**config.mk**
```make
export PLATFORM = sky130hd
export DESIGN_NAME = pinyin_tone_mark_to_number
export DESIGN_NICKNAME = d
export VERILOG_FILES = /design/src/hw/rtl/pttn_pkg.sv /design/src/hw/rtl/pinyin_tone_mark_to_number.sv /design/src/hw/rtl/pttn_front.sv /design/src/hw/rtl/pttn_queue.sv /design/src/hw/rtl/pttn_back.sv
export SDC_FILE = /design/constraint.sdc
export NUM_CORES = 1
export LEC_CHECK = 0
export BUFFER_PORTS_ARGS = -buffer_cell sky130_fd_sc_hd__buf_2
export CORE_UTILIZATION = 35
export CTS_CLUSTER_SIZE = 14
export DETAILED_ROUTE_END_ITERATION = 10
export PLACE_DENSITY_LB_ADDON = 0.3
export REMOVE_ABC_BUFFERS = 1
export SYNTH_ARGS = -nofsm -noshare
export SYNTH_HDL_FRONTEND = slang
export SYNTH_SLANG_ARGS = --single-unit
```
**constraint.sdc**
```tcl
create_clock -name clk -period 4.6 [get_ports clk]
set_input_delay 0.69 -clock clk [delete_from_list [all_inputs] [get_ports clk]]
set_output_delay 0.69 -clock clk [all_outputs]
set_load 0.05 [all_outputs]
```
**src/hw/rtl/pttn_pkg.sv**
```systemverilog
// ----------------------------------------------------------------------------
// Pinyin tone-mark converter package
// Sizes, mark code table and the command passed from front to back.
// ----------------------------------------------------------------------------
`default_nettype none

package pttn_pkg;

    localparam int OUT_LIMIT  = 32;
    localparam int LETTER_MAX = OUT_LIMIT - 2;
    localparam int LCNT_W     = $clog2(OUT_LIMIT);
    localparam int NUM_CODES  = 25;

    localparam logic [7:0] LEAD_MIN   = 8'hC0;
    localparam logic [7:0] DIGIT_ZERO = 8'h30;
    localparam logic [2:0] TONE_NONE  = 3'd0;
    localparam logic [2:0] TONE_NEUT  = 3'd5;

    localparam logic [15:0] MARK_CODE [NUM_CODES] = '{
        16'hC481, 16'hC493, 16'hC4AB, 16'hC58D, 16'hC5AB, 16'hC796,
        16'hC3A1, 16'hC3A9, 16'hC3AD, 16'hC3B3, 16'hC3BA, 16'hC798,
        16'hC78E, 16'hC49B, 16'hC790, 16'hC792, 16'hC794, 16'hC79A,
        16'hC3A0, 16'hC3A8, 16'hC3AC, 16'hC3B2, 16'hC3B9, 16'hC79C,
        16'hC3BC
    };

    localparam logic [7:0] MARK_LETTER [NUM_CODES] = '{
        "a", "e", "i", "o", "u", "v",
        "a", "e", "i", "o", "u", "v",
        "a", "e", "i", "o", "u", "v",
        "a", "e", "i", "o", "u", "v",
        "v"
    };

    localparam logic [2:0] MARK_TONE [NUM_CODES] = '{
        3'd1, 3'd1, 3'd1, 3'd1, 3'd1, 3'd1,
        3'd2, 3'd2, 3'd2, 3'd2, 3'd2, 3'd2,
        3'd3, 3'd3, 3'd3, 3'd3, 3'd3, 3'd3,
        3'd4, 3'd4, 3'd4, 3'd4, 3'd4, 3'd4,
        TONE_NONE
    };

    typedef struct packed {
        logic       hit;
        logic [7:0] letter;
        logic [2:0] tone;
    } mark_t;

    // Bytes one input item gives, in emission order.
    typedef struct packed {
        logic       l0_v;
        logic [7:0] l0;
        logic       l1_v;
        logic [7:0] l1;
        logic       tone_v;
        logic [7:0] tone_byte;
        logic       fin;
    } entry_t;

    function automatic mark_t mark_lookup(input logic [15:0] code);
        mark_t res;
        res = '0;
        for (int i = 0; i < NUM_CODES; i++)
        begin
            if (MARK_CODE[i] == code)
            begin
                res.hit    = 1'b1;
                res.letter = MARK_LETTER[i];
                res.tone   = MARK_TONE[i];
            end
        end
        return res;
    endfunction

endpackage

`default_nettype wire

```
**src/hw/rtl/pinyin_tone_mark_to_number.sv**
```systemverilog
// ----------------------------------------------------------------------------
// Pinyin tone-mark to tone-number converter
// Rewrites UTF-8 tone-marked vowels as plain letters and appends the tone.
// ----------------------------------------------------------------------------
// Channel | Handshake          | Payload
// in      | in_valid/in_ready  | in_byte[7:0], word_end
// out     | out_valid/out_ready| out_byte[7:0], out_last
//
// One input byte is accepted per cycle while the command queue has room; the
// back end sends output bytes one at a time. Items giving several bytes
// (unmatched held lead, tone digit, terminator) occupy the back end until each
// byte is sent; the two-entry command queue absorbs this.
// Reset returns the word state to idle and empties the queue.
// ----------------------------------------------------------------------------
`default_nettype none

module pinyin_tone_mark_to_number (
    input  wire logic       clk,
    input  wire logic       rst_n,
    input  wire logic       in_valid,
    output logic            in_ready,
    input  wire logic [7:0] in_byte,
    input  wire logic       word_end,
    output logic            out_valid,
    input  wire logic       out_ready,
    output logic [7:0]      out_byte,
    output logic            out_last
);
    import pttn_pkg::*;

    entry_t push_entry;
    entry_t head;
    logic   push, pop, not_empty, not_full;

    pttn_front u_front (
        .clk        (clk),
        .rst_n      (rst_n),
        .in_valid   (in_valid),
        .in_ready   (in_ready),
        .in_byte    (in_byte),
        .word_end   (word_end),
        .q_not_full (not_full),
        .q_push     (push),
        .q_entry    (push_entry)
    );

    pttn_queue u_queue (
        .clk        (clk),
        .rst_n      (rst_n),
        .push       (push),
        .push_entry (push_entry),
        .pop        (pop),
        .head       (head),
        .not_empty  (not_empty),
        .not_full   (not_full)
    );

    pttn_back u_back (
        .clk       (clk),
        .rst_n     (rst_n),
        .q_valid   (not_empty),
        .q_entry   (head),
        .q_pop     (pop),
        .out_valid (out_valid),
        .out_ready (out_ready),
        .out_byte  (out_byte),
        .out_last  (out_last)
    );

endmodule

`default_nettype wire

```
**src/hw/rtl/pttn_front.sv**
```systemverilog
// ----------------------------------------------------------------------------
// Front end
// Accepts input bytes, pairs lead bytes with the next byte, tracks tone and
// letter count, and issues at most one command per accepted byte to the queue.
// ----------------------------------------------------------------------------
`default_nettype none

module pttn_front (
    input  wire logic            clk,
    input  wire logic            rst_n,
    input  wire logic            in_valid,
    output logic                 in_ready,
    input  wire logic [7:0]      in_byte,
    input  wire logic            word_end,
    input  wire logic            q_not_full,
    output logic                 q_push,
    output pttn_pkg::entry_t     q_entry
);
    import pttn_pkg::*;

    logic              lead_pending_reg, lead_pending_next;
    logic [7:0]        lead_byte_reg, lead_byte_next;
    logic [2:0]        tone_reg, tone_next;
    logic [LCNT_W-1:0] letters_reg, letters_next;

    mark_t             look;
    logic              accept;
    logic              room0, room1;
    logic              emit0, emit1, consumed, hold;
    logic [LCNT_W-1:0] letters1;
    logic [2:0]        tone1;

    always_comb
    begin
        look     = mark_lookup({lead_byte_reg, in_byte});
        room0    = letters_reg < LCNT_W'(LETTER_MAX);
        consumed = lead_pending_reg && look.hit;
        emit0    = lead_pending_reg && room0;
        letters1 = letters_reg + LCNT_W'(emit0);
        room1    = letters1 < LCNT_W'(LETTER_MAX);
        hold     = !consumed && (in_byte >= LEAD_MIN) && !word_end && room1;
        emit1    = !consumed && !hold && room1;
        tone1    = (consumed && room0 && (look.tone != TONE_NONE)) ? look.tone : tone_reg;

        q_entry.l0_v      = emit0;
        q_entry.l0        = consumed ? look.letter : lead_byte_reg;
        q_entry.l1_v      = emit1;
        q_entry.l1        = in_byte;
        q_entry.tone_v    = word_end && (tone1 != TONE_NONE) && (tone1 != TONE_NEUT);
        q_entry.tone_byte = DIGIT_ZERO + {5'd0, tone1};
        q_entry.fin       = word_end;
    end

    assign in_ready = q_not_full;
    assign accept   = in_valid && in_ready;
    assign q_push   = accept && (emit0 || emit1 || word_end);

    always_comb
    begin
        lead_pending_next = lead_pending_reg;
        lead_byte_next    = lead_byte_reg;
        tone_next         = tone_reg;
        letters_next      = letters_reg;
        if (accept)
        begin
            if (word_end)
            begin
                // word done: back to the idle state
                lead_pending_next = 1'b0;
                lead_byte_next    = 8'h00;
                tone_next         = TONE_NEUT;
                letters_next      = '0;
            end
            else
            begin
                lead_pending_next = hold;
                if (hold)
                    lead_byte_next = in_byte;
                tone_next    = tone1;
                letters_next = letters1 + LCNT_W'(emit1);
            end
        end
    end

    always_ff @(posedge clk or negedge rst_n)
    begin
        if (!rst_n)
        begin
            lead_pending_reg <= 1'b0;
            lead_byte_reg    <= 8'h00;
            tone_reg         <= TONE_NEUT;
            letters_reg      <= '0;
        end
        else
        begin
            lead_pending_reg <= lead_pending_next;
            lead_byte_reg    <= lead_byte_next;
            tone_reg         <= tone_next;
            letters_reg      <= letters_next;
        end
    end

endmodule

`default_nettype wire

```
**src/hw/rtl/pttn_queue.sv**
```systemverilog
// ----------------------------------------------------------------------------
// Command queue
// Two-entry register FIFO between the front and back ends.
// ----------------------------------------------------------------------------
`default_nettype none

module pttn_queue (
    input  wire logic              clk,
    input  wire logic              rst_n,
    input  wire logic              push,
    input  wire pttn_pkg::entry_t  push_entry,
    input  wire logic              pop,
    output pttn_pkg::entry_t       head,
    output logic                   not_empty,
    output logic                   not_full
);
    import pttn_pkg::*;

    entry_t     slot_reg [2];
    logic       wr_ptr_reg, wr_ptr_next;
    logic       rd_ptr_reg, rd_ptr_next;
    logic [1:0] count_reg, count_next;

    assign head      = slot_reg[rd_ptr_reg];
    assign not_empty = count_reg != 2'd0;
    assign not_full  = count_reg != 2'd2;

    always_comb
    begin
        wr_ptr_next = wr_ptr_reg ^ push;
        rd_ptr_next = rd_ptr_reg ^ pop;
        count_next  = count_reg + {1'b0, push} - {1'b0, pop};
    end

    always_ff @(posedge clk)
    begin
        if (push)
            slot_reg[wr_ptr_reg] <= push_entry;
    end

    always_ff @(posedge clk or negedge rst_n)
    begin
        if (!rst_n)
        begin
            wr_ptr_reg <= 1'b0;
            rd_ptr_reg <= 1'b0;
            count_reg  <= 2'd0;
        end
        else
        begin
            wr_ptr_reg <= wr_ptr_next;
            rd_ptr_reg <= rd_ptr_next;
            count_reg  <= count_next;
        end
    end

endmodule

`default_nettype wire

```
**src/hw/rtl/pttn_back.sv**
```systemverilog
// ----------------------------------------------------------------------------
// Back end
// Unpacks queued commands into single output bytes behind an output register.
// ----------------------------------------------------------------------------
`default_nettype none

module pttn_back (
    input  wire logic              clk,
    input  wire logic              rst_n,
    input  wire logic              q_valid,
    input  wire pttn_pkg::entry_t  q_entry,
    output logic                   q_pop,
    output logic                   out_valid,
    input  wire logic              out_ready,
    output logic [7:0]             out_byte,
    output logic                   out_last
);
    import pttn_pkg::*;

    entry_t     cur_reg;
    logic [3:0] mask_reg, mask_next;
    logic       out_valid_reg, out_valid_next;
    logic [7:0] out_byte_reg, out_byte_next;
    logic       out_last_reg, out_last_next;

    logic [3:0] sel;
    logic       advance, issue, last_one;
    logic [7:0] sel_byte;

    always_comb
    begin
        sel      = mask_reg & (~mask_reg + 4'd1);
        advance  = !out_valid_reg || out_ready;
        issue    = advance && (mask_reg != 4'd0);
        last_one = (mask_reg & (mask_reg - 4'd1)) == 4'd0;
        // refill as the final byte of the current command leaves
        q_pop    = q_valid && last_one && ((mask_reg == 4'd0) || advance);

        unique case (sel)
            4'b0001: sel_byte = cur_reg.l0;
            4'b0010: sel_byte = cur_reg.l1;
            4'b0100: sel_byte = cur_reg.tone_byte;
            default: sel_byte = 8'h00;
        endcase

        if (q_pop)
            mask_next = {q_entry.fin, q_entry.tone_v, q_entry.l1_v, q_entry.l0_v};
        else if (issue)
            mask_next = mask_reg & ~sel;
        else
            mask_next = mask_reg;

        out_valid_next = out_valid_reg;
        out_byte_next  = out_byte_reg;
        out_last_next  = out_last_reg;
        if (advance)
        begin
            out_valid_next = issue;
            out_byte_next  = sel_byte;
            out_last_next  = sel[3];
        end
    end

    always_ff @(posedge clk)
    begin
        if (q_pop)
            cur_reg <= q_entry;
        out_byte_reg <= out_byte_next;
        out_last_reg <= out_last_next;
    end

    always_ff @(posedge clk or negedge rst_n)
    begin
        if (!rst_n)
        begin
            mask_reg      <= 4'd0;
            out_valid_reg <= 1'b0;
        end
        else
        begin
            mask_reg      <= mask_next;
            out_valid_reg <= out_valid_next;
        end
    end

    assign out_valid = out_valid_reg;
    assign out_byte  = out_byte_reg;
    assign out_last  = out_last_reg;

endmodule

`default_nettype wire

```
==> impl_metrics.json <==
{
  "status": "finished clean",
  "grt_pass1_vias": 3143,
  "synth_edf_count": 74,
  "yosys_warnings": 0,
  "cts_tree": "yes",
  "grt_usage_pct": 14.79,
  "cts_buffer_depth": 2,
  "die_h_um": 119.6,
  "firstDrtPassIters": 4,
  "synth_ff_type": "edfxtp_1",
  "die_w_um": 119.6,
  "syn_inst": 399,
  "start_util_pct": 36.26,
  "power.density_nw_per_um2": 570.7,
  "clock-sinks": 100,
  "mappedNetlistArea_um2": 4840,
  "drt-total-wl_um": 9735,
  "critPathBufInv": 1,
  "rows": 42,
  "crit_family": "compound AO/OA/AOI/OAI gates",
  "endpoint_kind": "flop",
  "power_switching_mw": 1.060,
  "insertion_delay_ps": 340,
  "switching_share_pct": 34.33,
  "largest_reg_flops": 46,
  "max_stage_delay_ps": 670,
  "antenna_found_initial": 0,
  "period_needed_ps": 3552,
  "ys_seq_area_share_pct": 59.41,
  "start_kind": "input pin",
  "cp.arrival_ps": 3780,
  "vias_per_cell": 5.278,
  "worst_pin_slew_ps": 1142,
  "ctsHoldBuffers": 0,
  "cp.required_ps": 4830,
  "irDropWorstVdd_v": 0.0002068,
  "drc_errors": 0,
  "dp_hpwl_um": 6710,
  "cts_setup_buffers": 0,
  "ys_types": 66,
  "timing.hold.ws_ps": 350.7,
  "crit_fanout": 22,
  "ioPinCount": 24,
  "p_clk_share_pct": 23.4,
  "die_area_um2": 14300,
  "gp_congestion": 0.8428,
  "num_vias": 3151,
  "finClkSkew_ps": 8.214,
  "syn_area_per_cell_um2": 12.13,
  "critPathMostFrequentCell": "ha_1",
  "tns_ps": 0,
  "htreeDepth": 3,
  "drive_gt1_share_pct": 18.53,
  "grt_max_degree": 27,
  "path_clk_slew_ps": 70,
  "cp_slowest_cell": "o41ai_4",
  "antenna_left": 0,
  "leakage_nw": 1.993,
  "num_antenna_cells": 0,
  "seq_power_share_pct": 49.5,
  "first_iter_violations": 180,
  "coreArea_um2": 13350,
  "syn2layout_area_growth_pct": 11.81,
  "intPower_mw": 2.028,
  "period_share_pct": 77.21,
  "ys_seq_elements": 100,
  "crit_chain": "buf_2 > nor2b_1 > nor2_1 > a31oi_1 > o32ai_4 > o41ai_4 > o211a_1 > ha_1 > ha_1 > nand2_1 > o31ai_1 > o21ai_0 > a22o_1",
  "slew_headroom_pct": 23.84,
  "comb_power_share_pct": 27.1,
  "wl_per_cell_um": 16.31,
  "hold_viol": 0,
  "setup_viol": 0,
  "cts_root_buf": "clkbuf_16",
  "cts_made_buffers": 9,
  "grt_pass1_wl_um": 16220,
  "cap_violations": 0,
  "final_max_slew_viol_count": 0,
  "portBuffers": 23,
  "gr-total-overflow": 0,
  "fin_nets": 437,
  "rsz0062_at_grt": "false",
  "async_reset_ff_share_pct": 26.00,
  "cts_resized": 0,
  "fmax_ghz": 0.2816,
  "crit_type": "input pin to flop",
  "hold_class": "input pin to async pin"
}
-- synth_stat cells, types with 7 or more instances --
cell / instances / share of area [%]
inv_1: 13 / 1.0
a21oi_1: 11 / 1.1
dfrtp_1: 24 / 12
o21ai_0: 26 / 2.7
mux2_2: 22 / 5.1
nand2_1: 53 / 4.1
edfxtp_1: 74 / 46
nand2b_1: 7 / 0.90
nor2_1: 22 / 1.7
clkbuf_1: 11 / 0.85
nor3_1: 9 / 0.93
ha_1: 8 / 2.1
-- worst register-to-register path, delay by kind of cell (launching register included) --
family / cells / cell delay, ps
AO/OA/AOI/OAI: 6 / 970
adder cells (fa/ha/maj): 2 / 440
flip-flops: 1 / 520
AND/OR/NAND/NOR: 4 / 1510
-- area by class of cell --
type	count	area, um^2
clock buffers	9	225.2
well taps	176	220.2
multi-input cells	265	1834
flip-flops and latches	100	2875
fillers	1291	7936
clock inverters	7	62.56
inverters	13	48.80
repair buffers	27	145.1
-- kinds of logic after synthesis --
logic type / share of synthesized area, %
fa+ha+maj: 2.068
compound gates: 14.32
flops: 59.41
buf+inv: 2.818
xor+xnor: 1.448
mux: 5.946
simple gates: 13.99
-- worst paths after layout --
path | from | end | slack (ps) | cells past startpoint
worst max-delay path | in_byte[2] | u_front.letters_reg[4]$_DFFE_PN0P_ | 1050 | 13
worst min-delay path | rst_n | u_queue.rd_ptr_reg$_DFF_PN0_ | 350 | 1
worst max register to register | u_front.lead_byte_reg[0]$_DFFE_PN0P_ | u_front.letters_reg[4]$_DFFE_PN0P_ | 1110 | 12
worst min register to register | u_front.letters_reg[0]$_DFFE_PN0P_ | u_front.letters_reg[0]$_DFFE_PN0P_ | 500 | 2
max in group asynchronous | rst_n | u_front.tone_reg[1]$_DFFE_PN0P_ | 3840 | 1
min in group clk | u_front.letters_reg[0]$_DFFE_PN0P_ | u_front.letters_reg[0]$_DFFE_PN0P_ | 500 | 2
-- stage by stage --
step | setup WS [ps] | total power [mW] | utilization (%) | std cells | cell area, um^2
floorplan | 1323 | 2.137 | - | 378 | 4752
global placement | 768.1 | 2.385 | 38.39 | 581 | 5124
detailed placement | 713.1 | 2.397 | 38.39 | 581 | 5124
CTS | 1072 | 3.124 | 40.54 | 597 | 5411
global route | 741.3 | 3.277 | 40.54 | 597 | 5411
finish | 1048 | 3.088 | 40.54 | 597 | 5411
-- placed cells by master (no fill, tap or decap), types with 2 or more instances in the layout --
cell type,Yosys,final
inv_1,13,13
o31ai_1,5,5
or3b_2,2,2
a22oi_1,4,4
buf_2,6,23
nand2_1,53,53
o22ai_1,3,3
clkbuf_16,0,9
and2_1,4,4
inv_8,0,2
inv_6,0,3
a211oi_1,4,4
a22o_1,6,6
or3_1,3,3
ha_1,8,8
mux2i_1,4,4
dfrtp_1,24,24
nor2_1,22,22
nor2b_1,6,6
o21bai_1,3,3
o31a_1,2,2
a31oi_1,4,4
buf_4,0,4
dfstp_2,2,2
a21oi_1,11,11
o21a_1,2,2
nor3_1,9,9
xnor2_1,3,3
nand2b_1,7,7
a21o_1,4,4
nand4bb_1,3,3
a311o_1,2,2
xor2_1,5,5
nand3_1,6,6
nand4b_1,2,2
mux2_2,22,22
nor4_1,2,2
edfxtp_1,74,74
o21ai_0,26,26
-- layer usage --
layer | GRT usage (%) | wire length [um]
met3 | 3.089 | 300
met1 | 19.21 | 4591
met2 | 23.37 | 4542
met4 | 7.422 | 301
met5 | 0 | 0
-- power groups by stage --
stage	clock, mW	combinational (mW)	sequential (mW)
floorplan	0	0.500	1.64
finish	0.722	0.837	1.53
detailed placement	0	0.845	1.55
CTS	0.743	0.848	1.53
global route	0.775	0.935	1.57
global placement	0	0.840	1.55
Power figures use the tool's default switching activity.
